$ cat src/fba_pkg.sv
// Shared constants, codes and types of the frame bitmap allocator.
package fba_pkg;

   localparam int NUM_FRAMES     = 4096;
   localparam int WORD_BITS      = 32;
   localparam int MAP_WORDS      = (NUM_FRAMES + WORD_BITS - 1) / WORD_BITS;
   localparam int WORD_IDX_W     = $clog2(MAP_WORDS);
   localparam int BIT_IDX_W      = $clog2(WORD_BITS);
   localparam int FRAME_W        = 12;
   localparam int COUNT_W        = 13;
   localparam int GROUP_SIZE     = 8;
   localparam int NUM_GROUPS     = MAP_WORDS / GROUP_SIZE;
   localparam int GROUP_IDX_W    = $clog2(NUM_GROUPS);
   localparam int MEMBER_W       = $clog2(GROUP_SIZE);

   localparam logic [COUNT_W-1:0] COUNT_RESET = COUNT_W'(4096);
   localparam logic [COUNT_W-1:0] COUNT_MAX   = COUNT_W'(NUM_FRAMES);

   typedef enum logic [1:0] {
      REQ_ALLOC = 2'd0,
      REQ_FREE  = 2'd1,
      REQ_CHECK = 2'd2
   } req_code_type;

   typedef enum logic [1:0] {
      ST_OK    = 2'd0,
      ST_FULL  = 2'd1,
      ST_RANGE = 2'd2
   } status_code_type;

   // Write-back notice from the controller to the free-word search.
   typedef struct packed {
      logic                  valid;
      logic [WORD_IDX_W-1:0] word;
      logic                  full;
   } map_update_type;

endpackage

$ cat src/fba_free_search.sv
// Per-word full summary and two-level search for the lowest non-full word.
module fba_free_search (
   input  logic                               clock,
   input  logic                               reset,
   input  logic                               start,
   input  fba_pkg::map_update_type            update,
   output logic                               found,
   output logic [fba_pkg::WORD_IDX_W-1:0]     word
);

   logic [fba_pkg::MAP_WORDS-1:0]  full_ff;
   logic [fba_pkg::NUM_GROUPS-1:0] grp_any_ff;
   logic [fba_pkg::NUM_GROUPS-1:0] grp_any_in;
   logic [fba_pkg::MEMBER_W-1:0]   grp_idx_ff [fba_pkg::NUM_GROUPS];
   logic [fba_pkg::MEMBER_W-1:0]   grp_idx_in [fba_pkg::NUM_GROUPS];

   // First level: lowest non-full member of each group of words.
   always_comb begin
      for (int g = 0; g < fba_pkg::NUM_GROUPS; g++) begin
         grp_any_in[g] = 1'b0;
         grp_idx_in[g] = '0;
         for (int m = fba_pkg::GROUP_SIZE - 1; m >= 0; m--) begin
            if (!full_ff[g * fba_pkg::GROUP_SIZE + m]) begin
               grp_any_in[g] = 1'b1;
               grp_idx_in[g] = fba_pkg::MEMBER_W'(m);
            end
         end
      end
   end

   always_ff @(posedge clock) begin
      if (reset) begin
         full_ff    <= '0;
         grp_any_ff <= '0;
      end else begin
         if (update.valid) begin
            full_ff[update.word] <= update.full;
         end
         if (start) begin
            grp_any_ff <= grp_any_in;
         end
      end
      if (start) begin
         grp_idx_ff <= grp_idx_in;
      end
   end

   // Second level: lowest group that still has room.
   always_comb begin
      found = 1'b0;
      word  = '0;
      for (int g = fba_pkg::NUM_GROUPS - 1; g >= 0; g--) begin
         if (grp_any_ff[g]) begin
            found = 1'b1;
            word  = {fba_pkg::GROUP_IDX_W'(g), grp_idx_ff[g]};
         end
      end
   end

endmodule

$ cat config.mk
export PLATFORM = sky130hd
export DESIGN_NAME = fba_free_search
export DESIGN_NICKNAME = d
export VERILOG_FILES = /design/src/fba_pkg.sv /design/src/fba_free_search.sv
export SDC_FILE = /design/constraint.sdc
export NUM_CORES = 1
export LEC_CHECK = 0
export BUFFER_PORTS_ARGS = -buffer_cell sky130_fd_sc_hd__clkbuf_2
export CORE_MARGIN = 8
export CORE_UTILIZATION = 50
export CTS_CLUSTER_DIAMETER = 100
export DETAILED_ROUTE_END_ITERATION = 12
export PLACE_DENSITY = 0.66
export SETUP_SLACK_MARGIN = 0.15
export SLEW_MARGIN = 20
export SYNTH_ARGS = -nofsm -noshare
export SYNTH_HDL_FRONTEND = slang
export SYNTH_SLANG_ARGS = --single-unit
$ cat constraint.sdc
create_clock -name clock -period 2.9 [get_ports clock]
set_input_delay 0.29 -clock clock [delete_from_list [all_inputs] [get_ports clock]]
set_output_delay 0.29 -clock clock [all_outputs]
set_load 0.02 [all_outputs]
==> flow_summary.ini, run 1 <==
[status]
status = complete, no violations

[place]
gp_congestion = 0.8692
placed_area_um2 = 9224
port_buffers = 19
dp_hpwl_mm = 17.25

[yosys]
ys_types = 48
synth.yosys.seq_area_share_pct = 48.35
synth_edf_count = 48
netlist.area_leader.share_pct = 32.23
synth_fp_nets = 1080
yosysWarnings = 0
syn_inst = 1068
synth_area_leader_cell = dfxtp_1
synth_flop_cell = dfxtp_1
avgSynthCellArea_um2 = 8.374
synth_seq_cells = 192
synthArstFlopShare_pct = 0
synth.area.top_cells = dfxtp_1, edfxtp_1, nand3_1
syn-cell-area_um2 = 8944

[route]
first_pass_iters = 5
vias = 8272
wl_per_cell_um = 20.89
dr.first_iter.drc_count = 1023
drc = 0
vias_per_cell = 6.334
ant_nets = 0
wl_mm = 27.28

[worst_setup_path]
crit_end = word[1]
r2r_start = full_ff[30]
critPathMaxStageDelay_ns = 0.51
critPathKind = reg -> out
cp.depth = 6
cp_slowest_cell = o31ai_1
rrSetupSlack_ns = 1.66
cp_max_fo = 4
worst_setup_path_end_kind = output port
startpoint = grp_any_ff[15]
r2r_end = grp_idx_ff[36]
worstPathRequired_ns = 2.61
cpLargestDelayFamily = compound AO/OA/AOI/OAI gates
path_buf_inv = 1
r2r_cells = 5
startpoint_type = flop
critical_path_arrival_ns = 2.34
path_cells = nor2b_1 -> a22oi_1 -> o21ai_0 -> a21oi_1 -> o31ai_1 -> clkbuf_2

[sta]
worstMarginPinSlew_ns = 0.8974
min_period_over_period_pct = 90.72
fin_setup_tns_ns = 0
finalSetupViolCount = 0
clock.fmax_mhz = 380.1
fin_skew_ns = 0.006790
maxSlewViolCount = 0
hold_viol = 0
relSlewSlack_pct = 40.03
grt_setup_unrepaired = false
post-route-min-period_ns = 2.631

[clock_tree]
clkTransAtPathRegs_ns = 0.06
postCtsSetupBuffers = 0
hold_buffers = 0
cts_buffer_depth = 2
htree_levels = 4
clkSinkCount = 192
cts_resized = 0
cts_tree = yes
clk_latency_ns = 0.44
cts_root_buf = clkbuf_16
cts_buffers = 17

[floorplan]
start_util_pct = 50.30
die_y_um = 149.7
die-width_um = 149.7
rows = 49
core-area_um2 = 17780
die_area_um2 = 22420
io_pins = 20

[global_route]
grt_pass1_vias = 7443
grt_pass1_wl_mm = 42.52
grt_max_degree = 72
overflow = 0
antenna_found_initial = 0
track_usage_pct = 24.67

[finish]
drive_gt1_share_pct = 7.892
design_area_um2 = 9768
regArea_um2 = 4324
multi_input_comb_area_um2 = 4244
fill_cells = 1684
nets = 1076
syn_to_final_growth_pct = 9.219
n_antenna_cell = 0

[power_and_ir_drop]
irDropWorstVdd_uv = 397.0
total_power_mw = 5.437
leakage_nw = 2.972
powerDensity_nw_per_um2 = 556.6

[run]
cap_violations = 0

[worst_hold_path]
worstHoldPathType = in -> reg
## layout by cell type (no fill, tap or decap), types with 21 or more instances in the layout
cell | Yosys | routed
a21oi_1 | 127 | 127
buf_4 | 11 | 22
nand2_1 | 111 | 111
dfxtp_1 | 144 | 144
inv_1 | 21 | 21
nand3_1 | 150 | 150
nor2b_1 | 31 | 31
nor2_1 | 49 | 49
o21ai_0 | 145 | 145
edfxtp_1 | 48 | 48
nor3_1 | 26 | 26
## cell type report
cell class              instances  share of cell area, %
multi-input cells             791                  43.45
clock inverters                 4                 0.2562
well taps                     229                  2.933
repair buffers                 41                  2.972
clock buffers                  28                  5.316
flip-flops and latches        192                  44.27
inverters                      21                 0.8070
## Yosys cell counts (18+ instances only)
library cell	n
nor2b_1	31
a21oi_1	127
dfxtp_1	144
nand2_1	111
clkbuf_1	46
nor3_1	26
edfxtp_1	48
o21ai_0	145
inv_1	21
nor2_1	49
a31oi_1	18
nand3_1	150
nand4_1	19
## flip-flops by register name, summed over array words and instances (netlist names)
signal,flops
full_ff,128
grp_any_ff,16
grp_idx_ff,48
## power by group
group	internal [mW]	switching, mW
registers	2.78	0.0437
clock network	1.22	0.980
logic	0.104	0.302
## worst min path at each step
stage,start,slack [ns],end,cells past startpoint
5_1_grt,reset,0.42,full_ff[113],2
3_3_place_gp,full_ff[72],0.49,full_ff[72],2
2_1_floorplan,start,0.40,grp_idx_ff[0],0
4_1_cts,update[1],0.37,full_ff[117],5
3_5_place_dp,full_ff[120],0.49,full_ff[120],2
6_report,update[1],0.39,full_ff[117],5
## routing by layer
metal	track usage, %	vias up	wire, um
li1	-	3899	-
met1	32.38	3925	11310
met2	39.28	364	12660
met3	3.992	84	2258
met4	11.24	0	1048
met5	0	-	0
## kinds of logic (layout without fill, tap and decap cells)
| kind of cell | count (synthesis) | in the layout | share of synthesized area [%] |
|---|---|---|---|
| AOI/OAI and AO/OA | 362 | 362 | 23.03 |
| buffers and inverters | 85 | 94 | 4.197 |
| DFF | 192 | 192 | 48.35 |
| muxes | 7 | 7 | 0.7835 |
| and+or+nand+nor | 422 | 422 | 23.64 |
## through the flow
step                worst slack (ns)  cells  utilization, %  hold slack, ns
finish                        0.2692   1306           54.94          0.3856
global route                  0.1972   1306           54.94          0.4152
CTS                           0.3144   1306           54.94          0.3701
detailed placement            0.7862   1274           51.88          0.4928
global placement              0.8432   1274           51.88          0.4881
floorplan                      1.084   1068               -          0.4025
## worst min-delay path, cell delays in order
cell and delay (ns):
clkbuf_2 0.21, nand2_1 0.12, nor2_1 0.04, nand2_1 0.05, a21oi_1 0.05
Note: power is estimated with default switching activity, not from simulation.
==> run 2, diff against run 1 <==
--- a/config.mk
+++ b/config.mk
@@ -5,10 +5,11 @@
 export SDC_FILE = /design/constraint.sdc
 export NUM_CORES = 1
 export LEC_CHECK = 0
+export ABC_AREA = 1
 export BUFFER_PORTS_ARGS = -buffer_cell sky130_fd_sc_hd__clkbuf_2
 export CORE_MARGIN = 8
 export CORE_UTILIZATION = 50
-export CTS_CLUSTER_DIAMETER = 100
+export CTS_CLUSTER_DIAMETER = 30
 export DETAILED_ROUTE_END_ITERATION = 12
 export PLACE_DENSITY = 0.66
 export SETUP_SLACK_MARGIN = 0.15
==> flow_summary.ini, run 2 <==
[power_and_ir_drop]
powerDensity_nw_per_um2 = 571.8
leakage_nw = 3.262
irDropWorstVdd_uv = 395.0

[worst_setup_path]
critPathKind = reg -> out
critPathMaxStageDelay_ns = 0.35
path_cells = inv_1 -> a21oi_1 -> o21ai_0 -> a31oi_1 -> o21ai_0 -> nand2_1 -> a21oi_1 -> clkbuf_2
cpLargestDelayFamily = compound AO/OA/AOI/OAI gates
cp_max_fo = 5
cp_slowest_cell = dfxtp_1
worst_setup_path_end_kind = output port
worstPathRequired_ns = 2.61
path_buf_inv = 2
critical_path_arrival_ns = 2.29
startpoint_type = flop

[yosys]
synth.yosys.seq_area_share_pct = 47.37
synthTopCellsByCount = a21oi_1, dfxtp_1, inv_1, nand2_1, nand3_1
yosysWarnings = 0
synth_edf_count = 48
syn-cell-area_um2 = 9128
ys_types = 35
synth_seq_cells = 192
synth_compound_area_share_pct = 19.40
avgSynthCellArea_um2 = 7.909
netlist.area_leader.share_pct = 31.58
synth_area_leader_cell = dfxtp_1
synthAdderAreaFrac_pct = 0
synth_fp_nets = 1166
syn_inst = 1154
synth_xor_area_share_pct = 0
yosys.area_share.simple_pct = 24.56
synth_top_family_by_area = simple AND/OR/NAND/NOR gates
synth.most_common_cell = a21oi_1
synth.area.top_cells = dfxtp_1, edfxtp_1, a21oi_1
synth_flop_cell = dfxtp_1
synth_mux_area_share_pct = 0
synthArstFlopShare_pct = 0

[finish]
largest_reg_flops = 128
nets = 1164
fill_cells = 1696
n_antenna_cell = 0
mostFrequentLayoutCells = a21oi_1, dfxtp_1, inv_1, nand2_1, nand3_1
design_area_um2 = 9980
drive_gt1_share_pct = 11.76
final_common_cell = a21oi_1
regMostFlops = full_ff
reg_top3 = full_ff: 128 flops, grp_idx_ff: 48 flops, grp_any_ff: 16 flops
final_util_pct = 55.55
syn_to_final_growth_pct = 9.335

[sta]
fin_setup_tns_ns = 0
maxSlewViolCount = 0
clock.fmax_mhz = 387.6
worstMarginPinSlew_ns = 0.8463
finalSetupViolCount = 0
min_period_over_period_pct = 88.95
relSlewSlack_pct = 43.58
grt_setup_unrepaired = false
fin_skew_ns = 0.009291
hold_viol = 0
post-route-min-period_ns = 2.580
fin_ws_ns = 0.3203
holdWs_ns = 0.2632

[place]
dp_hpwl_mm = 15.78
gp_congestion = 0.8464
port_buffers = 19
placed_area_um2 = 9356
pre_cts_slack_ns = 0.8506

[global_route]
track_usage_pct = 23.10
grt_pass1_vias = 7346
grt_pass1_wl_mm = 40.39
antenna_found_initial = 0
grt_use_met3_pct = 4.362
use_met2_pct = 33.57
overflow = 0
grt_util_met1_pct = 33.30
grt_max_degree = 66
top_usage_layer = met2

[floorplan]
die_area_um2 = 22830
core-area_um2 = 17960
rows = 49
io_pins = 20
start_util_pct = 50.81
die_y_um = 151.1
die-width_um = 151.1

[clock_tree]
cts_root_buf = clkbuf_16
clk_latency_ns = 0.43
clkTransAtPathRegs_ns = 0.07
cts_buffers = 17
clkSinkCount = 192
cts_tree = yes
cts_buffer_depth = 2
htree_levels = 4
postCtsSetupBuffers = 0

[route]
dr.first_iter.drc_count = 931
wl_per_cell_um = 18.52
vias_per_cell = 5.864
ant_nets = 0
drc = 0
wl_mm = 25.81
first_pass_iters = 5
vias = 8175

[status]
status = complete, no violations

[worst_hold_path]
worstHoldPathType = in -> reg

[run]
cap_violations = 0
[run 2: per-layer routing]
metal  routed length, um  vias to the layer above  share of wire (%)
met2               11170                      326                 43
met3                1851                       42                7.2
met1               12080                     3817                 47
met4                 702                        0                2.7
li1                    -                     3990                  -
met5                   0                        -                  0
[run 2: layout make-up]
type	instances	area [um^2]	share of cell area (%)
inverters	137	520.5	5.216
clock inverters	7	93.84	0.9403
multi-input cells	775	4013	40.21
clock buffers	25	528.0	5.291
flip-flops and latches	192	4325	43.34
repair buffers	29	212.7	2.131
well taps	229	286.5	2.871
[run 2: cell families (layout without fill, tap and decap cells)]
group | count (synthesis) | in the layout
DFF | 192 | 192
AOI/OAI and AO/OA | 328 | 328
buffers and inverters | 187 | 198
and+or+nand+nor | 447 | 447
[run 2: where the power goes]
part / switching [mW] / internal [mW] / leakage, nW
logic: 0.328 / 0.0965 / 1.29
registers: 0.0340 / 2.78 / 1.66
clock network: 1.02 / 1.45 / 0.308
[run 2: path summary, 6_finish.rpt]
path	endpoint	slack, ns	cells past startpoint	from
max	word[3]	0.32	8	grp_any_ff[14]
min	full_ff[116]	0.26	4	update[1]
max reg2reg	grp_any_ff[6]	1.71	5	full_ff[52]
min reg2reg	full_ff[101]	0.48	2	full_ff[101]
[run 2: timing repair]
item	in CTS	in global routing
hold buffers	0	0
gates resized for setup	0	1
endpoints found under the setup margin	0	1
[run 2: worst reg2reg max path: cells and delay by family, from the launching register on]
family	cells	cell delay, ns
compound gates	1	0.16
buf+inv	2	0.11
flops	1	0.36
simple gates	2	0.47
[run 2: through the flow]
step | total power, mW | cells
CTS | 5.717 | 1394
detailed placement | 3.295 | 1362
global placement | 3.294 | 1362
floorplan | 3.137 | 1154
global route | 5.877 | 1394
finish | 5.706 | 1394
==> run 3, diff against run 2 <==
--- a/config.mk
+++ b/config.mk
@@ -7,6 +7,7 @@
 export LEC_CHECK = 0
 export ABC_AREA = 1
 export BUFFER_PORTS_ARGS = -buffer_cell sky130_fd_sc_hd__clkbuf_2
+export CORE_ASPECT_RATIO = 0.5
 export CORE_MARGIN = 8
 export CORE_UTILIZATION = 50
 export CTS_CLUSTER_DIAMETER = 30
==> constraint.sdc (replaced) <==
create_clock -name clock -period 2.9 [get_ports clock]
set_input_delay 0 -clock clock [delete_from_list [all_inputs] [get_ports clock]]
set_output_delay 0 -clock clock [all_outputs]
set_load 0.02 [all_outputs]
==> flow_summary.ini, run 3 (synthesis results as in run 2) <==
[floorplan]
die_y_um = 111.5
core-area_um2 = 18130
rows = 35
die_area_um2 = 23100
io_pins = 20
die-width_um = 207.1
start_util_pct = 50.35

[power_and_ir_drop]
seqPwrFrac_pct = 49.8
p_int_mw = 4.114
pwr-share-comb_pct = 7.6
irDropWorstVdd_uv = 419.5
p_sw_mw = 1.542
powerDensity_nw_per_um2 = 567.0
switching_share_pct = 27.27
power_frac_clock_pct = 42.7
leakage_nw = 3.242

[sta]
maxSlewViolCount = 0
fin_setup_tns_ns = 0
worstMarginPinSlew_ns = 0.8381
post-route-min-period_ns = 2.233
clock.fmax_mhz = 447.8
finalSetupViolCount = 0
grt_setup_unrepaired = false
hold_viol = 0
relSlewSlack_pct = 44.07
min_period_over_period_pct = 77.00
fin_skew_ns = 0.01098

[clock_tree]
postCtsSetupBuffers = 0
cts_tree = yes
cts_resized = 0
clkTransAtPathRegs_ns = 0.08
cts_buffers = 17
clkSinkCount = 192
clk_latency_ns = 0.44
hold_buffers = 3
cts_buffer_depth = 2
htree_levels = 4
cts_root_buf = clkbuf_16

[finish]
syn_to_final_growth_pct = 9.280
regMostFlops = full_ff
final_util_pct = 55.02
mostFrequentLayoutCells = a21oi_1, dfxtp_1, inv_1, nand2_1, nand3_1
nets = 1165
n_antenna_cell = 0
layoutNonFillerInstCount = 1406
reg_top3 = full_ff: 128 flops, grp_idx_ff: 48 flops, grp_any_ff: 16 flops
largest_reg_flops = 128
final_common_cell = a21oi_1
drive_gt1_share_pct = 11.66

[route]
vias_per_cell = 5.961
wl_per_cell_um = 19.14
first_pass_iters = 5
drc = 0
ant_nets = 0
wl_mm = 26.91
dr.first_iter.drc_count = 902
vias = 8381

[worst_setup_path]
critPathKind = reg -> out
worstPathRequired_ns = 2.90
cp_max_fo = 7
startpoint_type = flop
startpoint = grp_any_ff[10]
critical_path_arrival_ns = 2.23
worst_setup_path_end_kind = output port
r2r_start = full_ff[29]

[place]
port_buffers = 19
dpl.cell_count = 1371
dp_hpwl_mm = 17.16
gp_congestion = 0.8667

[global_route]
track_usage_pct = 22.90
grt_max_degree = 81
antenna_found_initial = 0
grt_pass1_vias = 7698
grt_pass1_wl_mm = 42.57
overflow = 0

[worst_hold_path]
holdCritStartpoint = update[0]
worstHoldPathType = in -> reg

[run]
cap_violations = 0

[status]
status = complete, no violations
## run 3: cell count changes in the layout (fill, tap and decap cells not counted), sizes merged
cell,delta
bufinv,-1
dlygate4sd3,+3
clkbuf,-8
inv,+4
buf,-2
clkinvlp,+1
clkinv,+4
## run 3: metal layers
metal	vias up	wire, um	track usage (%)
met5	-	0	0
met4	0	414	6.016
met3	35	2630	6.197
met2	384	11640	34.76
met1	3970	12220	31.75
li1	3992	-	-
## run 3: layout make-up
| class | count | area (um^2) |
|---|---|---|
| clock buffers | 17 | 425.4 |
| repair buffers | 30 | 215.2 |
| multi-input cells | 775 | 4013 |
| inverters | 137 | 520.5 |
| clock inverters | 15 | 176.4 |
| well taps | 240 | 300.3 |
| flip-flops and latches | 192 | 4324 |
| fillers | 1700 | 8155 |
## run 3: final timing paths
check             cells past startpoint       endpoint  slack (ns)
setup / recovery                     14        word[1]        0.67
hold / removal                        3   full_ff[107]        0.13
setup reg to reg                      5  grp_any_ff[3]        1.65
hold reg to reg                       2   full_ff[101]        0.48
## run 3: critical path: stages, from the launching register on
cell      delay (ns)
dfxtp_1         0.43
inv_1           0.14
nand2_1         0.23
nor2_1          0.08
nand2_1         0.09
nand2_1         0.06
nand2_1         0.09
nand2_1         0.05
nand2_1         0.07
nand2_1         0.05
nand2_1         0.09
nand2_1         0.09
nand2_1         0.11
nand2_1         0.07
clkbuf_2        0.16
## run 3: power groups by stage
stage          registers [mW]  logic, mW  clock network, mW
2_1_floorplan            2.86      0.273                  0
3_3_place_gp             2.88      0.412                  0
3_5_place_dp             2.88      0.415                  0
4_1_cts                  2.81      0.420               2.43
5_1_grt                  2.82      0.463               2.53
6_report                 2.82      0.428               2.41
## run 3: stage by stage
| stage | power [mW] | hold slack, ns | cell area (um^2) | setup WS [ns] |
|---|---|---|---|---|
| 3_5_place_dp | 3.292 | 0.4303 | 9343 | 1.001 |
| 4_1_cts | 5.667 | 0.1095 | 9975 | 0.6846 |
| 6_report | 5.656 | 0.1253 | 9975 | 0.6670 |
| 3_3_place_gp | 3.288 | 0.4088 | 9343 | 1.071 |
| 5_1_grt | 5.812 | 0.1329 | 9975 | 0.4541 |
| 2_1_floorplan | 3.137 | 0.1125 | 9128 | 1.599 |
